### config.mk
export PLATFORM = sky130hd
export DESIGN_NAME = crrc_copy_walker
export DESIGN_NICKNAME = d
export VERILOG_FILES = /design/src/design/crrc_pkg.sv /design/src/design/crrc_copy_walker.sv
export SDC_FILE = /design/constraint.sdc
export NUM_CORES = 1
export LEC_CHECK = 0
export BUFFER_PORTS_ARGS = -buffer_cell sky130_fd_sc_hd__buf_2
export CAP_MARGIN = 5
export CORE_MARGIN = 4
export CORE_UTILIZATION = 35
export CTS_BUF_LIST = sky130_fd_sc_hd__clkbuf_4
export CTS_CLUSTER_SIZE = 30
export DETAILED_ROUTE_END_ITERATION = 8
export PLACE_DENSITY_LB_ADDON = 0.08
export SYNTH_ARGS = -nofsm -noshare
export SYNTH_HDL_FRONTEND = slang
export SYNTH_SLANG_ARGS = --single-unit
### constraint.sdc
create_clock -name clk -period 4.3 [get_ports clk]
set_input_delay 0.86 -clock clk [delete_from_list [all_inputs] [get_ports clk]]
set_output_delay 0.86 -clock clk [all_outputs]
set_load 0.01 [all_outputs]
### src/design/crrc_pkg.sv
// shared types and codes for the clipped rectangle copy block
package crrc_pkg;

  localparam int RECT_W   = 10;  // signed rectangle coordinate registers
  localparam int SIZE_W   = 9;   // frame size registers
  localparam int CRD_W    = 12;  // signed working coordinate, holds source plus offset
  localparam int CRD_UW   = 9;   // unsigned coordinate inside the frame
  localparam int IDX_W    = 3;
  localparam int CFG_W    = 10;
  localparam int MODE_W   = 2;
  localparam int STAT_W   = 2;
  localparam int PIX_IO_W = 24;

  localparam logic [MODE_W-1:0] MODE_WRITE = 2'd0;
  localparam logic [MODE_W-1:0] MODE_READ  = 2'd1;
  localparam logic [MODE_W-1:0] MODE_COPY  = 2'd2;

  localparam logic [STAT_W-1:0] STAT_OK           = 2'd0;
  localparam logic [STAT_W-1:0] STAT_BAD_RECT     = 2'd1;
  localparam logic [STAT_W-1:0] STAT_OUT_OF_FRAME = 2'd2;

  localparam logic [IDX_W-1:0] REG_IMAGE_WIDTH  = 3'd0;
  localparam logic [IDX_W-1:0] REG_IMAGE_HEIGHT = 3'd1;
  localparam logic [IDX_W-1:0] REG_SRC_LEFT_X   = 3'd2;
  localparam logic [IDX_W-1:0] REG_SRC_TOP_Y    = 3'd3;
  localparam logic [IDX_W-1:0] REG_SRC_RIGHT_X  = 3'd4;
  localparam logic [IDX_W-1:0] REG_SRC_BOTTOM_Y = 3'd5;
  localparam logic [IDX_W-1:0] REG_DEST_LEFT_X  = 3'd6;
  localparam logic [IDX_W-1:0] REG_DEST_TOP_Y   = 3'd7;

  localparam logic [SIZE_W-1:0] RST_IMAGE_SIZE = 9'd256;
  localparam logic [RECT_W-1:0] RST_RECT_LO    = 10'd0;
  localparam logic [RECT_W-1:0] RST_RECT_HI    = 10'd1;

  typedef struct packed {
    logic signed [RECT_W-1:0] src_left_x;
    logic signed [RECT_W-1:0] src_top_y;
    logic signed [RECT_W-1:0] src_right_x;
    logic signed [RECT_W-1:0] src_bottom_y;
    logic signed [RECT_W-1:0] dest_left_x;
    logic signed [RECT_W-1:0] dest_top_y;
  } crrc_rect_t;

  typedef struct packed {
    logic              busy;
    logic              done;
    logic [STAT_W-1:0] status;
  } crrc_walk_res_t;

endpackage

### src/design/crrc_copy_walker.sv
// copy sequencer: clips the source rectangle and walks it, one source read per cycle
module crrc_copy_walker #(
  parameter int MAX_WIDTH = 256,
  parameter int AW        = 16
) (
  input  logic                          clk,
  input  logic                          rst,
  input  logic                          start,
  input  crrc_pkg::crrc_rect_t          rect,
  input  logic [crrc_pkg::SIZE_W-1:0]   used_w,
  input  logic [crrc_pkg::SIZE_W-1:0]   used_h,
  output logic                          rd_en,
  output logic [AW-1:0]                 rd_addr,
  output logic                          wr_en,
  output logic [AW-1:0]                 wr_addr,
  output crrc_pkg::crrc_walk_res_t      res
);
  import crrc_pkg::*;

  localparam logic [2:0] W_IDLE  = 3'd0;
  localparam logic [2:0] W_SETUP = 3'd1;
  localparam logic [2:0] W_PLAN  = 3'd2;
  localparam logic [2:0] W_RUN   = 3'd3;
  localparam logic [2:0] W_DRAIN = 3'd4;
  localparam logic [2:0] W_DONE  = 3'd5;

  logic [2:0]              wstate;
  logic                    wr_pend;
  logic [AW-1:0]           wr_addr_r;
  logic [STAT_W-1:0]       stat_r;
  logic signed [CRD_W-1:0] cx0, cx1, cy0, cy1;
  logic signed [CRD_W-1:0] off_x, off_y;
  logic signed [CRD_W-1:0] x_first, x_last, y_last;
  logic signed [CRD_W-1:0] sx, sy;
  logic                    rev_x, rev_y;

  logic signed [CRD_W-1:0] left, top, right, bottom, dleft, dtop;
  logic signed [CRD_W-1:0] wext, hext;
  logic signed [CRD_W-1:0] clip_x0, clip_x1, clip_y0, clip_y1;
  logic signed [CRD_W-1:0] dx, dy;
  logic                    bad_rect, in_frame;

  always_comb begin
    left     = CRD_W'($signed(rect.src_left_x));
    top      = CRD_W'($signed(rect.src_top_y));
    right    = CRD_W'($signed(rect.src_right_x));
    bottom   = CRD_W'($signed(rect.src_bottom_y));
    dleft    = CRD_W'($signed(rect.dest_left_x));
    dtop     = CRD_W'($signed(rect.dest_top_y));
    wext     = $signed({{(CRD_W-SIZE_W){1'b0}}, used_w});
    hext     = $signed({{(CRD_W-SIZE_W){1'b0}}, used_h});
    bad_rect = (left >= right) || (top >= bottom);
    clip_x0  = (left < 0) ? '0 : left;
    clip_y0  = (top < 0) ? '0 : top;
    clip_x1  = (right < wext) ? right : wext;
    clip_y1  = (bottom < hext) ? bottom : hext;
    dx       = sx + off_x;
    dy       = sy + off_y;
    in_frame = (dx >= 0) && (dx < wext) && (dy >= 0) && (dy < hext);
  end

  assign rd_en   = (wstate == W_RUN);
  assign rd_addr = AW'(AW'(sy[CRD_UW-1:0]) * AW'(MAX_WIDTH) + AW'(sx[CRD_UW-1:0]));
  assign wr_en   = wr_pend;
  assign wr_addr = wr_addr_r;

  assign res.busy   = (wstate != W_IDLE);
  assign res.done   = (wstate == W_DONE);
  assign res.status = stat_r;

  always_ff @(posedge clk) begin
    if (rst) begin
      wstate  <= W_IDLE;
      wr_pend <= 1'b0;
    end else begin
      wr_pend <= (wstate == W_RUN) && in_frame;
      case (wstate)
        W_IDLE: begin
          if (start) begin
            wstate <= W_SETUP;
          end
        end
        W_SETUP: begin
          wstate <= bad_rect ? W_DONE : W_PLAN;
        end
        W_PLAN: begin
          // a clip that leaves no area copies nothing
          if ((cx1 <= cx0) || (cy1 <= cy0)) begin
            wstate <= W_DONE;
          end else begin
            wstate <= W_RUN;
          end
        end
        W_RUN: begin
          if ((sx == x_last) && (sy == y_last)) begin
            wstate <= W_DRAIN;
          end
        end
        W_DRAIN: begin
          wstate <= W_DONE;
        end
        W_DONE: begin
          wstate <= W_IDLE;
        end
        default: begin
          wstate <= W_IDLE;
        end
      endcase
    end
  end

  // walk order follows the shift so that no source pixel is overwritten before it is read
  always_ff @(posedge clk) begin
    case (wstate)
      W_SETUP: begin
        stat_r <= bad_rect ? STAT_BAD_RECT : STAT_OK;
        cx0    <= clip_x0;
        cx1    <= clip_x1;
        cy0    <= clip_y0;
        cy1    <= clip_y1;
      end
      W_PLAN: begin
        off_x   <= dleft - cx0;
        off_y   <= dtop - cy0;
        rev_x   <= dleft > cx0;
        rev_y   <= dtop > cy0;
        x_first <= (dleft > cx0) ? CRD_W'(cx1 - 1) : cx0;
        x_last  <= (dleft > cx0) ? cx0 : CRD_W'(cx1 - 1);
        y_last  <= (dtop > cy0) ? cy0 : CRD_W'(cy1 - 1);
        sx      <= (dleft > cx0) ? CRD_W'(cx1 - 1) : cx0;
        sy      <= (dtop > cy0) ? CRD_W'(cy1 - 1) : cy0;
      end
      W_RUN: begin
        wr_addr_r <= AW'(AW'(dy[CRD_UW-1:0]) * AW'(MAX_WIDTH) + AW'(dx[CRD_UW-1:0]));
        if (sx == x_last) begin
          sx <= x_first;
          sy <= rev_y ? CRD_W'(sy - 1) : CRD_W'(sy + 1);
        end else begin
          sx <= rev_x ? CRD_W'(sx - 1) : CRD_W'(sx + 1);
        end
      end
      default: begin
      end
    endcase
  end

endmodule

Word level (Yosys, flattened, before mapping)
Index checks and enable logic that the tools add are counted.
W data, S select, Z words.
{"block": "totals", "reg_bits": 148, "input_bits": 81, "output_inout_bits": 38, "word_cells": 85}
{"block": "classes", "addsub": 12, "order_cmp": 14, "n_eq_ne": 10, "n_mux": 18, "reduce_logical": 12}
{"cell": "$mux W12", "n": 8}
{"cell": "$pmux W12 S2", "n": 2}
{"cell": "$add A16 B9 Y16", "n": 2}
{"cell": "$add A12 B12 Y12", "n": 2}
{"cell": "$add A12 B2 Y12 const B", "n": 2}
{"cell": "$eq A12 B12 Y1", "n": 2}
{"cell": "$ge A12 B1 Y1 const B", "n": 2}
{"cell": "$lt A12 B10 Y1", "n": 2}
{"cell": "$sub A12 B2 Y12 const B", "n": 2}
{"cell": "$sub A10 B10 Y11", "n": 2}
{"cell": "$sub A10 B2 Y11 const B", "n": 2}
{"cell": "$ge A10 B10 Y1", "n": 2}
{"cell": "$gt A10 B10 Y1", "n": 2}
{"cell": "$le A10 B10 Y1", "n": 2}
{"cell": "$lt A10 B1 Y1 const B", "n": 2}
{"cell": "$lt A10 B10 Y1", "n": 2}
{"cell": "$mux W9", "n": 2}
{"cell": "$pmux W3 S5", "n": 1}
{"cell": "$mux W3", "n": 4}
{"cell": "$eq A3 B2 Y1 const B", "n": 2}
{"cell": "$eq A3 B3 Y1 const B", "n": 2}
{"cell": "$logic_and A1 B1 Y1", "n": 5}
{"cell": "$ne A2 B1 Y1 const B", "n": 2}
{"cell": "$reduce_and A2 Y1", "n": 2}
{"cell": "7 further kinds", "n": 8}

Longest topological paths before layout
{"block": "depth", "word_depth": 6, "mapped_depth": 19}

Least setup slack after synthesis
No wires, ideal clock.
{"block": "synth_path", "path_kind": "flip-flop to flip-flop", "start": "register sy[0]", "end": "register wr_pend, in the netlist wr_en", "arrival_ns": 4.367, "setup_slack_ns": -0.171, "stages_incl_launch_ff": 20, "n_path_buf": 0, "synth_period_minus_slack_ns": 4.471, "cell_sequence": "edfxtp_1 > ha_1 > fa_1 > a211oi_1 > o21bai_1 > a21oi_1 > nor2b_1 > o21ai_0 > nor2b_1 > xnor2_1 > ha_1 > nand2_1 > o21ai_0 > or4_1 > or4_1 > nor4_2 > o2111ai_1 > a311oi_1 > nand4_1 > a2111oi_2"}
{"block": "synth_via", "elab_chain_len": 5, "elab_cells_between_ends": 6}
{"item": "start: declaration", "line": "crrc_copy_walker.sv:34", "source": "logic signed [CRD_W-1:0] sx, sy;"}
{"item": "start signal: assignment", "line": "crrc_copy_walker.sv:131", "source": "sy <= (dtop > cy0) ? CRD_W'(cy1 - 1) : cy0;"}
{"item": "start signal: assignment", "line": "crrc_copy_walker.sv:137", "source": "sy <= rev_y ? CRD_W'(sy - 1) : CRD_W'(sy + 1);"}
{"item": "$add A12 B12 Y12 *", "line": "crrc_copy_walker.sv:58", "source": "dy = sy + off_y;"}
{"item": "$ge A12 B1 Y1", "line": "crrc_copy_walker.sv:59", "source": "in_frame = (dx >= 0) && (dx < wext) && (dy >= 0) && (dy < hext);"}
{"item": "$logic_and A1 B1 Y1", "line": "crrc_copy_walker.sv:59"}
{"item": "$logic_and A1 B1 Y1 *", "line": "crrc_copy_walker.sv:59"}
{"item": "$logic_and A1 B1 Y1 *", "line": "crrc_copy_walker.sv:76", "source": "wr_pend <= (wstate == W_RUN) && in_frame;"}
{"item": "end signal: assignment", "line": "crrc_copy_walker.sv:76"}
{"item": "end: declaration", "line": "crrc_copy_walker.sv:28", "source": "logic wr_pend;"}
Every way passes the cells marked *; elsewhere a longest branch is shown, timed or not.
A chain may end at the register's enable or synchronous reset.

Worst setup path after layout
Ends and elaborated chain as after synthesis.

==> results.json <==
{
  "run_status": "complete, no violations",
  "first_global_vias": 8232,
  "grt_first_pass_wirelength_mm": 46.5,
  "met2RoutedLength_mm": 11.7,
  "synth.ff_latch_count": 142,
  "setup_viol_count_final": 0,
  "seq_area_frac_synth": 0.391,
  "grt_setup_unrepaired": "true",
  "floorplan.initialDensity": 0.354,
  "drt-vias-per-instance": 5.03,
  "worst_setup_start_kind": "flip-flop",
  "dr.pass1.iters": 4,
  "min_from": "rect[29]",
  "critical_path.most_common_cell": "sky130_fd_sc_hd__o21ai_1",
  "worst-r2r-cell-count": 19,
  "area_delta_synth_final_pct": 14.9,
  "cts.htree.levels": 4,
  "critical-path-top-delay-family": "simple AND/OR/NAND/NOR gates",
  "end_kind": "flip-flop",
  "rr_startpoint": "sy[0]$_DFFE_PP_",
  "floorplan.die.height_um": 184,
  "placement.io_buffers": 117,
  "vdd_drop_max_uv": 122,
  "die_area_um2": 33700,
  "synth-xor-area-share": 0.0770,
  "synth_fa_ha_area_frac": 0.174,
  "detailroute.wirelength.met3_mm": 1.23,
  "timing.critical_path.cells": "ha_2 > fa_2 > a211oi_2 > o21bai_1 > a21oi_2 > nor2b_1 > o21ai_1 > nor2b_4 > xnor2_2 > ha_1 > nand2_1 > o21ai_1 > or4_1 > or4_4 > nor4_4 > o2111ai_2 > a311oi_2 > nand4_1 > a2111oi_2",
  "critical-path-max-stage-delay_ns": 0.54,
  "clock_insertion_delay_worst_skew_ns": 0.58,
  "cts_tree": "built",
  "timing.clock.skew_ns": 0.0348,
  "synth.distinct_cells": 60,
  "slew_headroom": 0.468,
  "slowest_stage": "sky130_fd_sc_hd__or4_4",
  "power_density_nw_per_um2": 303,
  "async_reset_ff_frac": 0,
  "clock_edge_transition_at_the_registers_on_the_reported_setup_and_hold_paths_ns": 0.15,
  "drv_slew": 0,
  "cts_sinks": 142,
  "cp_data_required_time_ns": 4.79,
  "place.detailed.hpwl_mm": 24.3,
  "layout.cells.most_common": "sky130_fd_sc_hd__ha_1",
  "cp_max_fo": 2,
  "worstHoldPathType": "in -> reg",
  "dr.max_layer_used": "met4",
  "timing.final.ws_setup_ns": 0.0534,
  "syn-instance-count": 1102,
  "layout-drive-gt1-share": 0.164,
  "row_count": 64,
  "complex_gate_fraction_of_the_synthesized_area": 0.156,
  "wl_met1_mm": 16.3,
  "worst-setup-path-type": "reg -> reg",
  "fin_crit_ns": 4.25,
  "core_um2": 30500,
  "syn-mean-instance-area_um2": 9.80,
  "number_of_enable_flip_flop_cells_after_synthesis": 138,
  "ios": 119,
  "vias": 8320,
  "clock.fmax_mhz": 235,
  "muxShareOfSynthArea": 0.0153,
  "combinational_family_with_the_most_area_after_synthesis": "adder cells",
  "leakagePower_nw": 5.31,
  "grt_max_degree": 43,
  "synth_top_flop_cell": "sky130_fd_sc_hd__edfxtp_1",
  "cts_made_buffers": 17,
  "cts_root_buf": "sky130_fd_sc_hd__clkbuf_4",
  "worst-r2r-setup-slack_ns": 0.05,
  "post-place-ws_ns": -0.185,
  "die_w_um": 184,
  "global_route.overflow_total": 0,
  "holdPathStages": 1,
  "residual_antenna_violating_net_count_after_detailed_routing": 0,
  "detail_route.iter0.violations": 440,
  "layout_worst_path_cycle_share": 0.988,
  "clock_tree_buf_depth": 2,
  "crit-reg2reg-capture": "wr_en$_SDFF_PP0_",
  "worst_pin_slew_ns": 0.797,
  "ys.warnings.count": 0,
  "totalNegativeSetupSlack_ns": 0,
  "cp.arrival_ns": 4.73,
  "totalWireLength_mm": 29.8,
  "grtUsageTotal": 0.179,
  "route.detailed.drc": 0,
  "routedWlPerCell_um": 18.0,
  "netlist_area_um2": 10800,
  "design.final.nets": 1472,
  "gp_congestion": 0.893,
  "hold_viol_final": 0,
  "layout.cells.most_common_list": "sky130_fd_sc_hd__ha_1, sky130_fd_sc_hd__edfxtp_1, sky130_fd_sc_hd__buf_2",
  "hold_end": "cy1[9]$_SDFFCE_PP0N_",
  "antenna_found_initial": 1,
  "yosys.area_share.simple": 0.136,
  "critical_path_buf_inv_count": 0,
  "max-cap-violations": 0
}
==> Yosys cell counts, types with 2 or more instances <==
cell	count	area [µm²]
sky130_fd_sc_hd__dfxtp_1	4	80.1
sky130_fd_sc_hd__a22oi_1	3	22.5
sky130_fd_sc_hd__a211oi_1	11	82.6
sky130_fd_sc_hd__o31ai_1	6	45.0
sky130_fd_sc_hd__nor2b_1	35	219
sky130_fd_sc_hd__a21oi_1	75	375
sky130_fd_sc_hd__a2111oi_0	5	43.8
sky130_fd_sc_hd__nor2_1	66	248
sky130_fd_sc_hd__nand2_1	83	312
sky130_fd_sc_hd__o2111ai_1	4	35.0
sky130_fd_sc_hd__a21o_1	24	180
sky130_fd_sc_hd__o21bai_1	4	30.0
sky130_fd_sc_hd__o21ai_0	78	390
sky130_fd_sc_hd__and4_1	2	17.5
sky130_fd_sc_hd__nor3b_1	2	15.0
sky130_fd_sc_hd__o311ai_0	2	17.5
sky130_fd_sc_hd__o21ai_1	2	10.0
sky130_fd_sc_hd__or3_1	8	50.1
sky130_fd_sc_hd__nand3_1	26	130
sky130_fd_sc_hd__o22ai_1	3	18.8
sky130_fd_sc_hd__a31oi_1	8	50.1
sky130_fd_sc_hd__and3_1	7	43.8
sky130_fd_sc_hd__nor4_1	8	50.1
sky130_fd_sc_hd__nor3_1	18	90.1
sky130_fd_sc_hd__a211o_1	3	26.3
sky130_fd_sc_hd__nand2b_1	16	100
sky130_fd_sc_hd__nand4_1	17	106
sky130_fd_sc_hd__inv_1	96	360
sky130_fd_sc_hd__mux2_2	4	45.0
sky130_fd_sc_hd__o211ai_1	14	105
sky130_fd_sc_hd__o21a_1	16	120
sky130_fd_sc_hd__fa_1	6	120
sky130_fd_sc_hd__buf_4	11	82.6
sky130_fd_sc_hd__edfxtp_1	138	4140
sky130_fd_sc_hd__or4_1	3	22.5
sky130_fd_sc_hd__a31o_2	2	17.5
sky130_fd_sc_hd__xnor2_1	62	543
sky130_fd_sc_hd__clkbuf_1	21	78.8
sky130_fd_sc_hd__nand4b_1	2	17.5
sky130_fd_sc_hd__mux2i_1	12	120
sky130_fd_sc_hd__o31a_1	4	35.0
sky130_fd_sc_hd__xor2_1	33	289
sky130_fd_sc_hd__ha_1	141	1760
==> registers in the layout, indices dropped and copies added, names as in the netlist, 3 cells and up <==
| signal | cells |
|---|---|
| cx0 | 10 |
| x_last | 11 |
| x_first | 11 |
| sy | 12 |
| y_last | 11 |
| wr_addr | 16 |
| off_y | 11 |
| wstate | 3 |
| cy0 | 10 |
| off_x | 11 |
| sx | 12 |
| cx1 | 10 |
| cy1 | 10 |
==> report_power, final <==
| part | leakage (nW) | internal [mW] | switching [mW] |
|---|---|---|---|
| logic | 3.84 | 0.401 | 0.589 |
| registers | 1.30 | 1.66 | 0.0724 |
| clock network | 0.179 | 0.482 | 0.557 |
| total | 5.31 | 2.54 | 1.22 |
==> layout make-up <==
cell class / instances / area (µm²)
clock inverter: 14 / 206
timing repair buffer: 154 / 863
fill: 3057 / 18100
sequential: 142 / 4220
clock buffer: 18 / 135
antenna: 1 / 2.50
tap: 396 / 495
inverter: 97 / 364
multi-input combinational: 832 / 6110
==> worst register-to-register path, delay by kind of cell (launching register included) <==
family,cells,cell delay [ns]
DFF,1,0.42
xor gates and xnor gates,1,0.07
AOI/OAI and AO/OA,8,1.27
and+or+nand+nor,7,1.52
adders and majority gates,3,0.90
==> stage by stage <==
| stage | hold WS [ns] | power [mW] | instances | cell area, µm² | utilization |
|---|---|---|---|---|---|
| after floorplan | 0.527 | 2.41 | 1104 | 10800 | - |
| after global placement | 0.590 | 2.75 | 1617 | 12000 | 0.393 |
| after detailed placement | 0.606 | 2.75 | 1617 | 12000 | 0.393 |
| after CTS | 0.424 | 3.80 | 1653 | 12400 | 0.405 |
| after global routing | 0.413 | 4.01 | 1654 | 12400 | 0.407 |
| final | 0.491 | 3.76 | 1654 | 12400 | 0.407 |
==> cells by family (layout without fill, tap and decap cells) <==
logic type / count (synthesis) / after routing
other: 1 / 4
multiplexers: 16 / 16
XOR/XNOR: 95 / 95
buffers and inverters: 130 / 283
flip-flops: 142 / 142
adder cells (fa/ha/maj): 147 / 147
AO/OA/AOI/OAI: 272 / 272
AND/OR/NAND/NOR: 299 / 299
==> routing by layer <==
metal	global-route usage	up-vias
met5	0	-
met2	0.249	167
met3	0.0277	24
met1	0.286	3836
met4	0.0456	0
li1	-	4293
==> worst max path at each step <==
stage / start / to / slack, ns / cells after the start
2_1_floorplan: sy[0]$_DFFE_PP_ / wr_en$_SDFF_PP0_ / 0.03 / 19
3_3_place_gp: sy[0]$_DFFE_PP_ / wr_en$_SDFF_PP0_ / -0.09 / 19
3_5_place_dp: sy[0]$_DFFE_PP_ / wr_en$_SDFF_PP0_ / -0.18 / 19
4_1_cts: sy[0]$_DFFE_PP_ / wr_en$_SDFF_PP0_ / -0.04 / 19
5_1_grt: off_y[0]$_DFFE_PP_ / wr_en$_SDFF_PP0_ / -0.27 / 19
6_report: sy[0]$_DFFE_PP_ / wr_en$_SDFF_PP0_ / 0.05 / 19
==> what timing repair did <==
item | CTS | global route
setup buffers | 4 | 0
hold buffers | 0 | 0
hold endpoints to repair | 0 | 0
endpoints found under the setup margin | 1 | 1
pin swaps | 11 | 2
gates resized for setup | 3 | 6
No activity file was read; power rests on OpenSTA's default activity.
